### config.mk
export PLATFORM = sky130hd
export DESIGN_NAME = double_to_int_saturating_convert_unit
export DESIGN_NICKNAME = d
export VERILOG_FILES = /design/src/design/d2i_pkg.sv /design/src/design/double_to_int_saturating_convert_unit.sv /design/src/design/d2i_decode.sv /design/src/design/d2i_round.sv /design/src/design/d2i_clamp.sv
export SDC_FILE = /design/constraint.sdc
export NUM_CORES = 1
export LEC_CHECK = 0
export BUFFER_PORTS_ARGS = -buffer_cell sky130_fd_sc_hd__buf_2
export CORE_MARGIN = 2
export CORE_UTILIZATION = 40
export DETAILED_ROUTE_END_ITERATION = 12
export PLACE_DENSITY_LB_ADDON = 0.1
export SETUP_SLACK_MARGIN = 0.2
export SYNTH_ARGS = -nofsm -noshare
export SYNTH_HDL_FRONTEND = slang
export SYNTH_SLANG_ARGS = --single-unit
### constraint.sdc
create_clock -name clk -period 6.3 [get_ports clk]
set_clock_uncertainty 0.05 [all_clocks]
set_input_delay 0.945 -clock clk [delete_from_list [all_inputs] [get_ports clk]]
set_output_delay 0.945 -clock clk [all_outputs]
set_load 0.01 [all_outputs]
### src/design/d2i_pkg.sv
`timescale 1ns / 1ps
// ----------------------------------------------------------------------------
// d2i_pkg
// Shared types and constants for the binary64 to integer converter.
// ----------------------------------------------------------------------------
package d2i_pkg;

    localparam int ValueWidth  = 64;
    localparam int TypeWidth   = 3;
    localparam int ExpWidth    = 11;
    localparam int FracWidth   = 52;
    localparam int Bias        = 1023;

    // decoded fields after stage 1
    typedef struct packed {
        logic                  neg;
        logic                  is_nan;
        logic                  big;
        logic [ExpWidth-1:0]   expf;
        logic [FracWidth:0]    sig;
        logic                  is_signed;
        logic [1:0]            wsel;
    } dec_t;

    // magnitude after stage 2
    typedef struct packed {
        logic                  neg;
        logic                  is_nan;
        logic                  big;
        logic [63:0]           mag;
        logic                  is_signed;
        logic [1:0]            wsel;
    } mag_t;

    typedef struct packed {
        logic [63:0] result_bits;
        logic        clipped;
        logic        was_nan;
    } res_t;

endpackage

### src/design/double_to_int_saturating_convert_unit.sv
`timescale 1ns / 1ps
// ----------------------------------------------------------------------------
// double_to_int_saturating_convert_unit
// Accepts one item per cycle while the output is not stalled.
// Stages: decode, align and round, clamp; a stall holds the occupied stages, empty ones still fill.
// Reset (async, active low) clears valid bits and sets target_type to int8.
// ----------------------------------------------------------------------------
module double_to_int_saturating_convert_unit
    import d2i_pkg::*;
(
    input  logic                 clk,
    input  logic                 rst_n,
    input  logic                 cfg_we,
    input  logic [TypeWidth-1:0] cfg_wdata,
    input  logic                 s_axis_tvalid,
    output logic                 s_axis_tready,
    input  logic [63:0]          s_axis_tdata,   // value_bits
    output logic                 m_axis_tvalid,
    input  logic                 m_axis_tready,
    output logic [63:0]          m_axis_tdata,   // result_bits
    output logic [7:0]           m_axis_tuser    // clipped, was_nan, zero fill
);

    logic [TypeWidth-1:0] type_reg;
    logic v1_reg, v2_reg, v3_reg;
    dec_t dec_reg, dec_next;
    mag_t mag_reg, mag_next;
    res_t res_reg, res_next;
    logic adv3, adv2, adv1;

    assign adv3 = m_axis_tready || !v3_reg;
    assign adv2 = adv3 || !v2_reg;
    assign adv1 = adv2 || !v1_reg;
    assign s_axis_tready = adv1;

    d2i_decode u_dec (.value_bits(s_axis_tdata), .target_type(type_reg), .dec(dec_next));
    d2i_round  u_rnd (.dec(dec_reg), .mg(mag_next));
    d2i_clamp  u_clp (.mg(mag_reg), .res(res_next));

    always_ff @(posedge clk or negedge rst_n)
    begin
        if (!rst_n)
        begin
            type_reg <= '0;
            v1_reg   <= 1'b0;
            v2_reg   <= 1'b0;
            v3_reg   <= 1'b0;
        end
        else
        begin
            if (cfg_we)
                type_reg <= cfg_wdata;
            if (adv1)
                v1_reg <= s_axis_tvalid;
            if (adv2)
                v2_reg <= v1_reg;
            if (adv3)
                v3_reg <= v2_reg;
        end
    end

    always_ff @(posedge clk)
    begin
        if (adv1)
            dec_reg <= dec_next;
        if (adv2)
            mag_reg <= mag_next;
        if (adv3)
            res_reg <= res_next;
    end

    assign m_axis_tvalid = v3_reg;
    assign m_axis_tdata  = res_reg.result_bits;
    assign m_axis_tuser  = {6'd0, res_reg.was_nan, res_reg.clipped};

`ifndef SYNTHESIS
    a_nan_zero: assert property (@(posedge clk) disable iff (!rst_n)
        m_axis_tvalid && m_axis_tuser[1] |-> m_axis_tdata == 64'd0 && !m_axis_tuser[0])
        else $error("nan result not zero");
    a_hold: assert property (@(posedge clk) disable iff (!rst_n)
        v3_reg && !m_axis_tready |=> v3_reg)
        else $error("output item lost");
    a_ready: assert property (@(posedge clk) disable iff (!rst_n)
        !v1_reg |-> s_axis_tready)
        else $error("empty stage stalls input");
`endif

endmodule

### src/design/d2i_decode.sv
`timescale 1ns / 1ps
// ----------------------------------------------------------------------------
// d2i_decode
// Splits a binary64 pattern into sign, exponent and significand.
// ----------------------------------------------------------------------------
module d2i_decode
    import d2i_pkg::*;
(
    input  logic [ValueWidth-1:0] value_bits,
    input  logic [TypeWidth-1:0]  target_type,
    output dec_t                  dec
);

    logic [ExpWidth-1:0]  expf;
    logic [FracWidth-1:0] frac;

    assign expf = value_bits[62:52];
    assign frac = value_bits[51:0];

    always_comb
    begin
        dec.neg       = value_bits[63];
        dec.expf      = expf;
        dec.sig       = {1'b1, frac};
        dec.is_nan    = (expf == '1) && (frac != '0);
        // inf, NaN or exponent above 63
        dec.big       = (expf == '1) || (expf > ExpWidth'(Bias + 63));
        dec.is_signed = ~target_type[2];
        dec.wsel      = target_type[1:0];
    end

endmodule

### src/design/d2i_round.sv
`timescale 1ns / 1ps
// ----------------------------------------------------------------------------
// d2i_round
// Aligns the significand and rounds half away from zero.
// ----------------------------------------------------------------------------
module d2i_round
    import d2i_pkg::*;
(
    input  dec_t dec,
    output mag_t mg
);

    logic [116:0] wide;
    logic [6:0]   sh;
    logic [64:0]  aligned;   // integer part plus one fraction bit

    always_comb
    begin
        mg.neg       = dec.neg;
        mg.is_nan    = dec.is_nan;
        mg.big       = dec.big;
        mg.is_signed = dec.is_signed;
        mg.wsel      = dec.wsel;
        // shift amount: e+1 where e = expf - 1023, valid for e in -1..63
        sh      = 7'(dec.expf - ExpWidth'(Bias - 1));
        wide    = {64'd0, dec.sig} << sh;
        aligned = wide[117-1:52];
        if (dec.expf == '0 || dec.expf < ExpWidth'(Bias - 1) || dec.big)
            mg.mag = '0;
        else
            mg.mag = aligned[64:1] + 64'(aligned[0]);
    end

endmodule

### src/design/d2i_clamp.sv
`timescale 1ns / 1ps
// ----------------------------------------------------------------------------
// d2i_clamp
// Range check against the target type and final sign handling.
// ----------------------------------------------------------------------------
module d2i_clamp
    import d2i_pkg::*;
(
    input  mag_t mg,
    output res_t res
);

    logic [63:0] maxv;
    logic [63:0] negmax;
    logic [7:0]  w;

    always_comb
    begin
        w = 8'd8 << mg.wsel;
        if (mg.is_signed)
        begin
            negmax = 64'd1 << (w - 8'd1);
            maxv   = negmax - 64'd1;
        end
        else
        begin
            negmax = '0;
            maxv   = (mg.wsel == 2'd3) ? '1 : ((64'd1 << w) - 64'd1);
        end
        res.was_nan     = mg.is_nan;
        res.clipped     = 1'b0;
        res.result_bits = '0;
        if (!mg.is_nan)
        begin
            if (!mg.neg)
            begin
                if (mg.big || mg.mag > maxv)
                begin
                    res.result_bits = maxv;
                    res.clipped     = 1'b1;
                end
                else
                    res.result_bits = mg.mag;
            end
            else
            begin
                if (mg.big || mg.mag > negmax)
                begin
                    res.result_bits = 64'd0 - negmax;
                    res.clipped     = 1'b1;
                end
                else
                    res.result_bits = 64'd0 - mg.mag;
            end
        end
    end

endmodule

======== After elaboration in Yosys (flattened, before gate mapping) ========
Cells that the tools add are included.
storage, ports and cells
  flip-flop bits (word level) ............. 211
  output and inout bits ................... 74
  logic and storage cells ................. 60
cells by class
  add/subtract/negate cells ............... 7
  order comparisons ....................... 4
  equality and inequality tests ........... 2
  shifts and indexed selects .............. 4
  mux-type cells .......................... 8
  bitwise logic cells ..................... 1
  reduce and logical (&&, ||, !) cells .... 14
operators by type and width
  kind                                                                     number
  64-bit two-way mux                                                       5
  64-bit greater-than comparator                                           2
  1-bit by 8-bit left shift with 64-bit output (first input constant)      2
  1-bit by 64-bit subtractor with 64-bit output (first input constant)     2
  64-bit by 1-bit subtractor with 64-bit output (second input constant)    2
  53-bit by 7-bit left shift with 117-bit output                           1
  65-bit two-way mux                                                       1
  64-bit by 1-bit adder with 64-bit output                                 1
  52-bit nonzero test                                                      1
  11-bit == test (second input constant)                                   1
  11-bit greater-than comparator (second input constant)                   1
  11-bit zero test                                                         1
  11-bit by 10-bit < comparator with 1-bit output (second input constant)  1
  1-bit logical OR                                                         8
  4-bit by 2-bit left shift with 8-bit output (first input constant)       1
  8-bit by 1-bit subtractor with 8-bit output (second input constant)      1
  7-bit subtractor (second input constant)                                 1
  1-bit zero test                                                          3
  2-bit == test (second input constant)                                    1
  1-bit two-way mux                                                        2
  1-bit logical AND                                                        1
  1-bit inverter                                                           1

======== Logic depth before layout (Yosys ltp) ========
  word-level depth ........................ 9
  mapped depth ............................ 21
  mapped depth without buffers ............ 17

======== Cells and area by module ========
From an unflattened synthesis, not the netlist that was laid out.
second synthesis, totals
  cell total of the unflattened synthesis .. 2150
  area total of the unflattened synthesis .. 20423.3 um2
modules (own cells, without submodules)
  module                                 times used  cells an instance  area each (um2)  sequential area each (um2)
  d2i_round                              1           1073               8555.7           0.0
  double_to_int_saturating_convert_unit  1           229                6470.0           6336.1
  d2i_clamp                              1           754                4727.0           0.0
  d2i_decode                             1           94                 670.6            0.0

======== Least setup slack after synthesis ========
OpenSTA, ideal clock, no wires.
  path kind ............................... register -> register
  from .................................... reg mag_reg[1] (netlist name)
  to ...................................... reg res_reg, in the netlist m_axis_tdata[22], data pin
  library setup time ...................... 180 ps
  arrival time ............................ 4786 ps
  data required time ...................... 6070 ps
  path slack .............................. 1284 ps
  stages on the path, launching flop included .. 20
  buffers on the path ..................... 4
  cell sequence ........................... edfxtp_1 > clkbuf_1 > nand2_1 > inv_1 > nand2_1 > ha_1 > nand3_1 > nor3_1 > a31oi_1 > a21oi_2 > buf_2 > buf_1 > buf_1 > nand2_1 > ha_1 > a21boi_1 > and3_1 > o21ai_0 > a31oi_1 > a221oi_1
on the way
  word-level cells in the longest chain between the ends .. 9
  elaborated cells on any way between the ends .. 18
ends and longest elaborated chain
  item                                                                                                                  line                                         text
  start, declared                                                                                                       double_to_int_saturating_convert_unit.sv:27  mag_t mag_reg, mag_next;
  start signal, assigned                                                                                                double_to_int_saturating_convert_unit.sv:67  mag_reg <= mag_next;
  4-bit by 2-bit left shift with 8-bit output                                                                           d2i_clamp.sv:19                              w = 8'd8 << mg.wsel;
  8-bit by 1-bit subtractor with 8-bit output / 1-bit by 8-bit left shift with 64-bit output (equally long branches)    d2i_clamp.sv:22, d2i_clamp.sv:28
  1-bit by 8-bit left shift with 64-bit output / 64-bit by 1-bit subtractor with 64-bit output (equally long branches)  d2i_clamp.sv:22, d2i_clamp.sv:28
  64-bit by 1-bit subtractor with 64-bit output / 64-bit two-way mux (equally long branches)                            d2i_clamp.sv:23, d2i_clamp.sv:28
  64-bit two-way mux                                                                                                    d2i_clamp.sv:20                              if (mg.is_signed)
  64-bit greater-than comparator                                                                                        d2i_clamp.sv:37                              if (mg.big || mg.mag > maxv)
  1-bit logical OR                                                                                                      d2i_clamp.sv:37
  64-bit two-way mux                                                                                                    d2i_clamp.sv:37
  65-bit two-way mux *                                                                                                  d2i_clamp.sv:35                              if (!mg.neg)
  end signal, assigned                                                                                                  double_to_int_saturating_convert_unit.sv:69  res_reg <= res_next;
  end, declared                                                                                                         double_to_int_saturating_convert_unit.sv:28  res_t res_reg, res_next;
Every way passes the cells marked *; elsewhere a longest branch is shown, timed or not.
A chain may end at the register's enable or synchronous reset.

======== Final worst setup path ========
  from .................................... reg mag_reg[1] (netlist name)
  to ...................................... reg res_reg, in the netlist m_axis_tdata[62], data pin
Same word-level chain as after synthesis.

==> impl_metrics.py <==
metrics = {
    "logic_synthesis": {
        "yosys.area_share.adder_pct": 4.77,
        "yosys_register_bits": 211,
        "yosysTopAreaCell": "edfxtp_1",
        "synth_top_family_by_area": "simple AND/OR/NAND/NOR gates",
        "synth-simple-area-share_pct": 20.2,
        "synth_cell_types": 110,
        "muxShareOfSynthArea_pct": 15.7,
        "synth_warnings": 0,
        "synthArstFlopShare_pct": 2.84,
        "synth-compound-area-share_pct": 19.1,
        "netlist_area_mm2": 0.0189,
        "post-synth-top-area-fraction_pct": 32.6,
        "synthXorXnorAreaFrac_pct": 2.50,
        "synth-edff-count": 205,
        "ys_top_cells_by_area": "edfxtp_1 33%, mux4_2 9.7%, ha_1 4.8%, nor2_1 3.4%, a21oi_1 3.3%",
        "synth-seq-area-share_pct": 33.4,
        "synth_cells": 1955,
        "syn-mean-instance-area_um2": 9.67,
        "synth-main-ff-cell": "edfxtp_1",
    },
    "finish": {
        "largest_reg_flops": 70,
        "synthToLayoutAreaGrowth_pct": 11.0,
        "postLayoutCellArea_mm2": 0.0210,
        "drive_above_1_share_pct": 20.0,
        "antenna_cells": 0,
        "post-route-util_pct": 45.1,
        "fin_nets": 2190,
    },
    "route": {
        "first_pass_iters": 6,
        "ant_nets": 0,
        "drc": 0,
        "num_vias": 17563,
        "drt_iter0_markers": 1747,
        "routed_wirelength_mm": 74.1,
        "wl_per_cell_um": 27.7,
        "avgViaCountPerCell": 6.57,
    },
    "power_and_ir_drop": {
        "net-switching-power_uw": 2720,
        "leakage_uw": 0.00774,
        "power_density_mw_per_mm2": 306,
        "ir_drop_mv": 0.221,
        "switching_share_pct": 42.4,
        "p_int_uw": 3700,
        "combPwrFrac_pct": 45.9,
        "power_frac_clock_pct": 21.9,
        "finalPower_uw": 6420,
        "p_seq_share_pct": 32.2,
    },
    "global_routing": {
        "grt_use_total_pct": 29.7,
        "grtUsageMet1_pct": 37.0,
        "met3_usage_pct": 3.45,
        "grt_max_degree": 85,
        "grt_first_pass_wirelength_mm": 112,
        "overflow": 0,
        "grt.busiest_layer": "met2",
        "grt_use_met2_pct": 50.4,
        "grt_pass1_vias": 16955,
        "antenna_found_initial": 0,
    },
    "floorplan": {
        "core_mm2": 0.0466,
        "die_width_um": 221,
        "die_h_um": 221,
        "io-pin-count": 146,
        "start_util_pct": 40.6,
        "die_area_mm2": 0.0490,
        "rows": 79,
    },
    "clock_network": {
        "clkLatencyLatePin_ns": 0.59,
        "cts.repair.resized": 0,
        "numClockSinks": 211,
        "clockBufferDepth": 3,
        "cts_made_buffers": 25,
        "cts_setup_buffers": 0,
        "root_buffer": "clkbuf_16",
        "clk_pin_slew_ns": 0.06,
        "cts_tree": "built",
        "cts_max_level": 1,
        "ctsHoldBuffers": 0,
    },
    "timing": {
        "post-route-min-period_ns": 5.75,
        "final-setup-viol-count": 0,
        "hold_violations": 0,
        "setup_tns_ns": 0,
        "worst_slew_pin_slew_ns": 1.22,
        "period_share_pct": 91.3,
        "slew_headroom_pct": 18.4,
        "rsz0062_at_grt": "no",
        "slew_violations": 0,
        "fmaxAchievable_mhz": 174,
        "setup_ws_ns": 0.550,
    },
    "critical_path": {
        "worstPathMaxFanout": 12,
        "worst_setup_path_end_kind": "flip-flop",
        "crit_type": "flip-flop to flip-flop",
        "critPathArrivalTime_ns": 6.04,
        "start_kind": "flip-flop",
        "cp_data_required_time_ns": 6.59,
    },
    "outcome": {
        "status": "finished clean",
    },
    "worst_hold_path": {
        "hold_path_class": "input port to async pin",
    },
    "flow_run": {
        "max-cap-violations": 0,
    },
    "placed_design": {
        "placed_cell_area_mm2": 0.0202,
        "dpl.hpwl_mm": 57.3,
        "port_buffers": 139,
        "dp_slack_ns": 0.651,
        "place_congestion": 1.05,
    },
}
Yosys cell counts, types with 13 or more instances:
library cell    n
clkbuf_1       72
nor4_1         52
nand2_1       161
and2_1         19
o22ai_1        45
inv_1          27
o21ai_0        91
a211o_1        14
mux4_2         81
edfxtp_1      205
a211oi_1       41
a21oi_1       125
and3_1         18
xnor2_1        28
or3_1          23
ha_1           72
xor2_1         21
nand4_1        43
nor3_1         92
buf_1          13
mux2i_1        54
nand3_1        49
mux2_2         45
a31oi_1        20
or4_1          14
nand2b_1       22
a21o_1         30
buf_2          26
nor2_1        172
buf_4          18
o32ai_1        13
critical path: stages, from the launching register on:
cell      delay, ns
edfxtp_1       0.65
inv_1          0.31
or3_1          0.50
ha_1           0.33
and2_1         0.19
nand4_1        0.09
nor3_1         0.07
a31oi_1        0.44
a21oi_4        0.18
nand2_1        0.11
ha_1           0.38
a21boi_1       0.66
nand3_2        0.44
a211oi_1       0.53
a31oi_1        0.16
o31ai_1        0.42
kinds of logic after synthesis:
family / count (synthesis)
AOI/OAI and AO/OA: 531
xor gates and xnor gates: 51
adders and majority gates: 72
buffers and inverters: 168
DFF: 211
muxes: 184
other: 2
and+or+nand+nor: 736
final cells by class:
type	count	area, um2
clock buffers	36	727
clock inverters	10	75.1
fillers	4452	25600
inverters	30	113
multi-input cells	1586	11900
flip-flops and latches	211	6310
well taps	607	759
repair buffers	192	1140
layer usage:
metal	up-vias	share of wire [%]
met5	-	0
met4	0	6.0
met3	194	5.6
met2	757	49
met1	8643	39
li1	7969	-
metrics by stage:
stage | hold WS [ns] | instances
3_5_place_dp | 0.360 | 2626
6_report | 0.127 | 2672
2_1_floorplan | 0.350 | 1965
3_3_place_gp | 0.357 | 2626
4_1_cts | 0.105 | 2672
5_1_grt | 0.120 | 2672
path summary, 6_finish.rpt:
path,from,to,slack [ns],depth (start not counted)
max,mag_reg[1],m_axis_tdata[62],0.55,15
min,rst_n,v2_reg,0.13,1
max reg2reg,mag_reg[1],m_axis_tdata[62],0.55,15
min reg2reg,dec_reg[2],mag_reg[2],0.37,0
max in group asynchronous,rst_n,type_reg[0],5.92,1
min in group clk,dec_reg[2],mag_reg[2],0.37,0
power groups by stage:
stage | clock network [uW] | registers, uW | logic [uW]
finish | 1400 | 2070 | 2950
global route | 1510 | 2100 | 3150
CTS | 1450 | 2070 | 2890
detailed placement | 0 | 2090 | 2880
global placement | 0 | 2090 | 2890
floorplan | 0 | 2040 | 1890
layout by cell type, fill, tap and decap left out, types with 13 or more instances in the layout:
cell type    n
o32ai_1     13
xor2_1      21
and3_1      18
nand3_1     49
mux2_2      45
nand2b_1    21
o22ai_1     45
mux2i_1     54
mux4_2      81
a211oi_1    41
buf_2      139
ha_1        71
nor3_1      92
xnor2_1     26
and2_1      19
nand2_1    161
nand4_1     43
nor4_1      52
buf_4       49
nor2_1     172
a31oi_1     20
clkbuf_16   25
or4_1       14
a211o_1     14
or3_1       23
inv_1       27
o21ai_0     91
a21oi_1    124
edfxtp_1   205
a21o_1      30
Note: power is estimated with default switching activity, not from simulation.
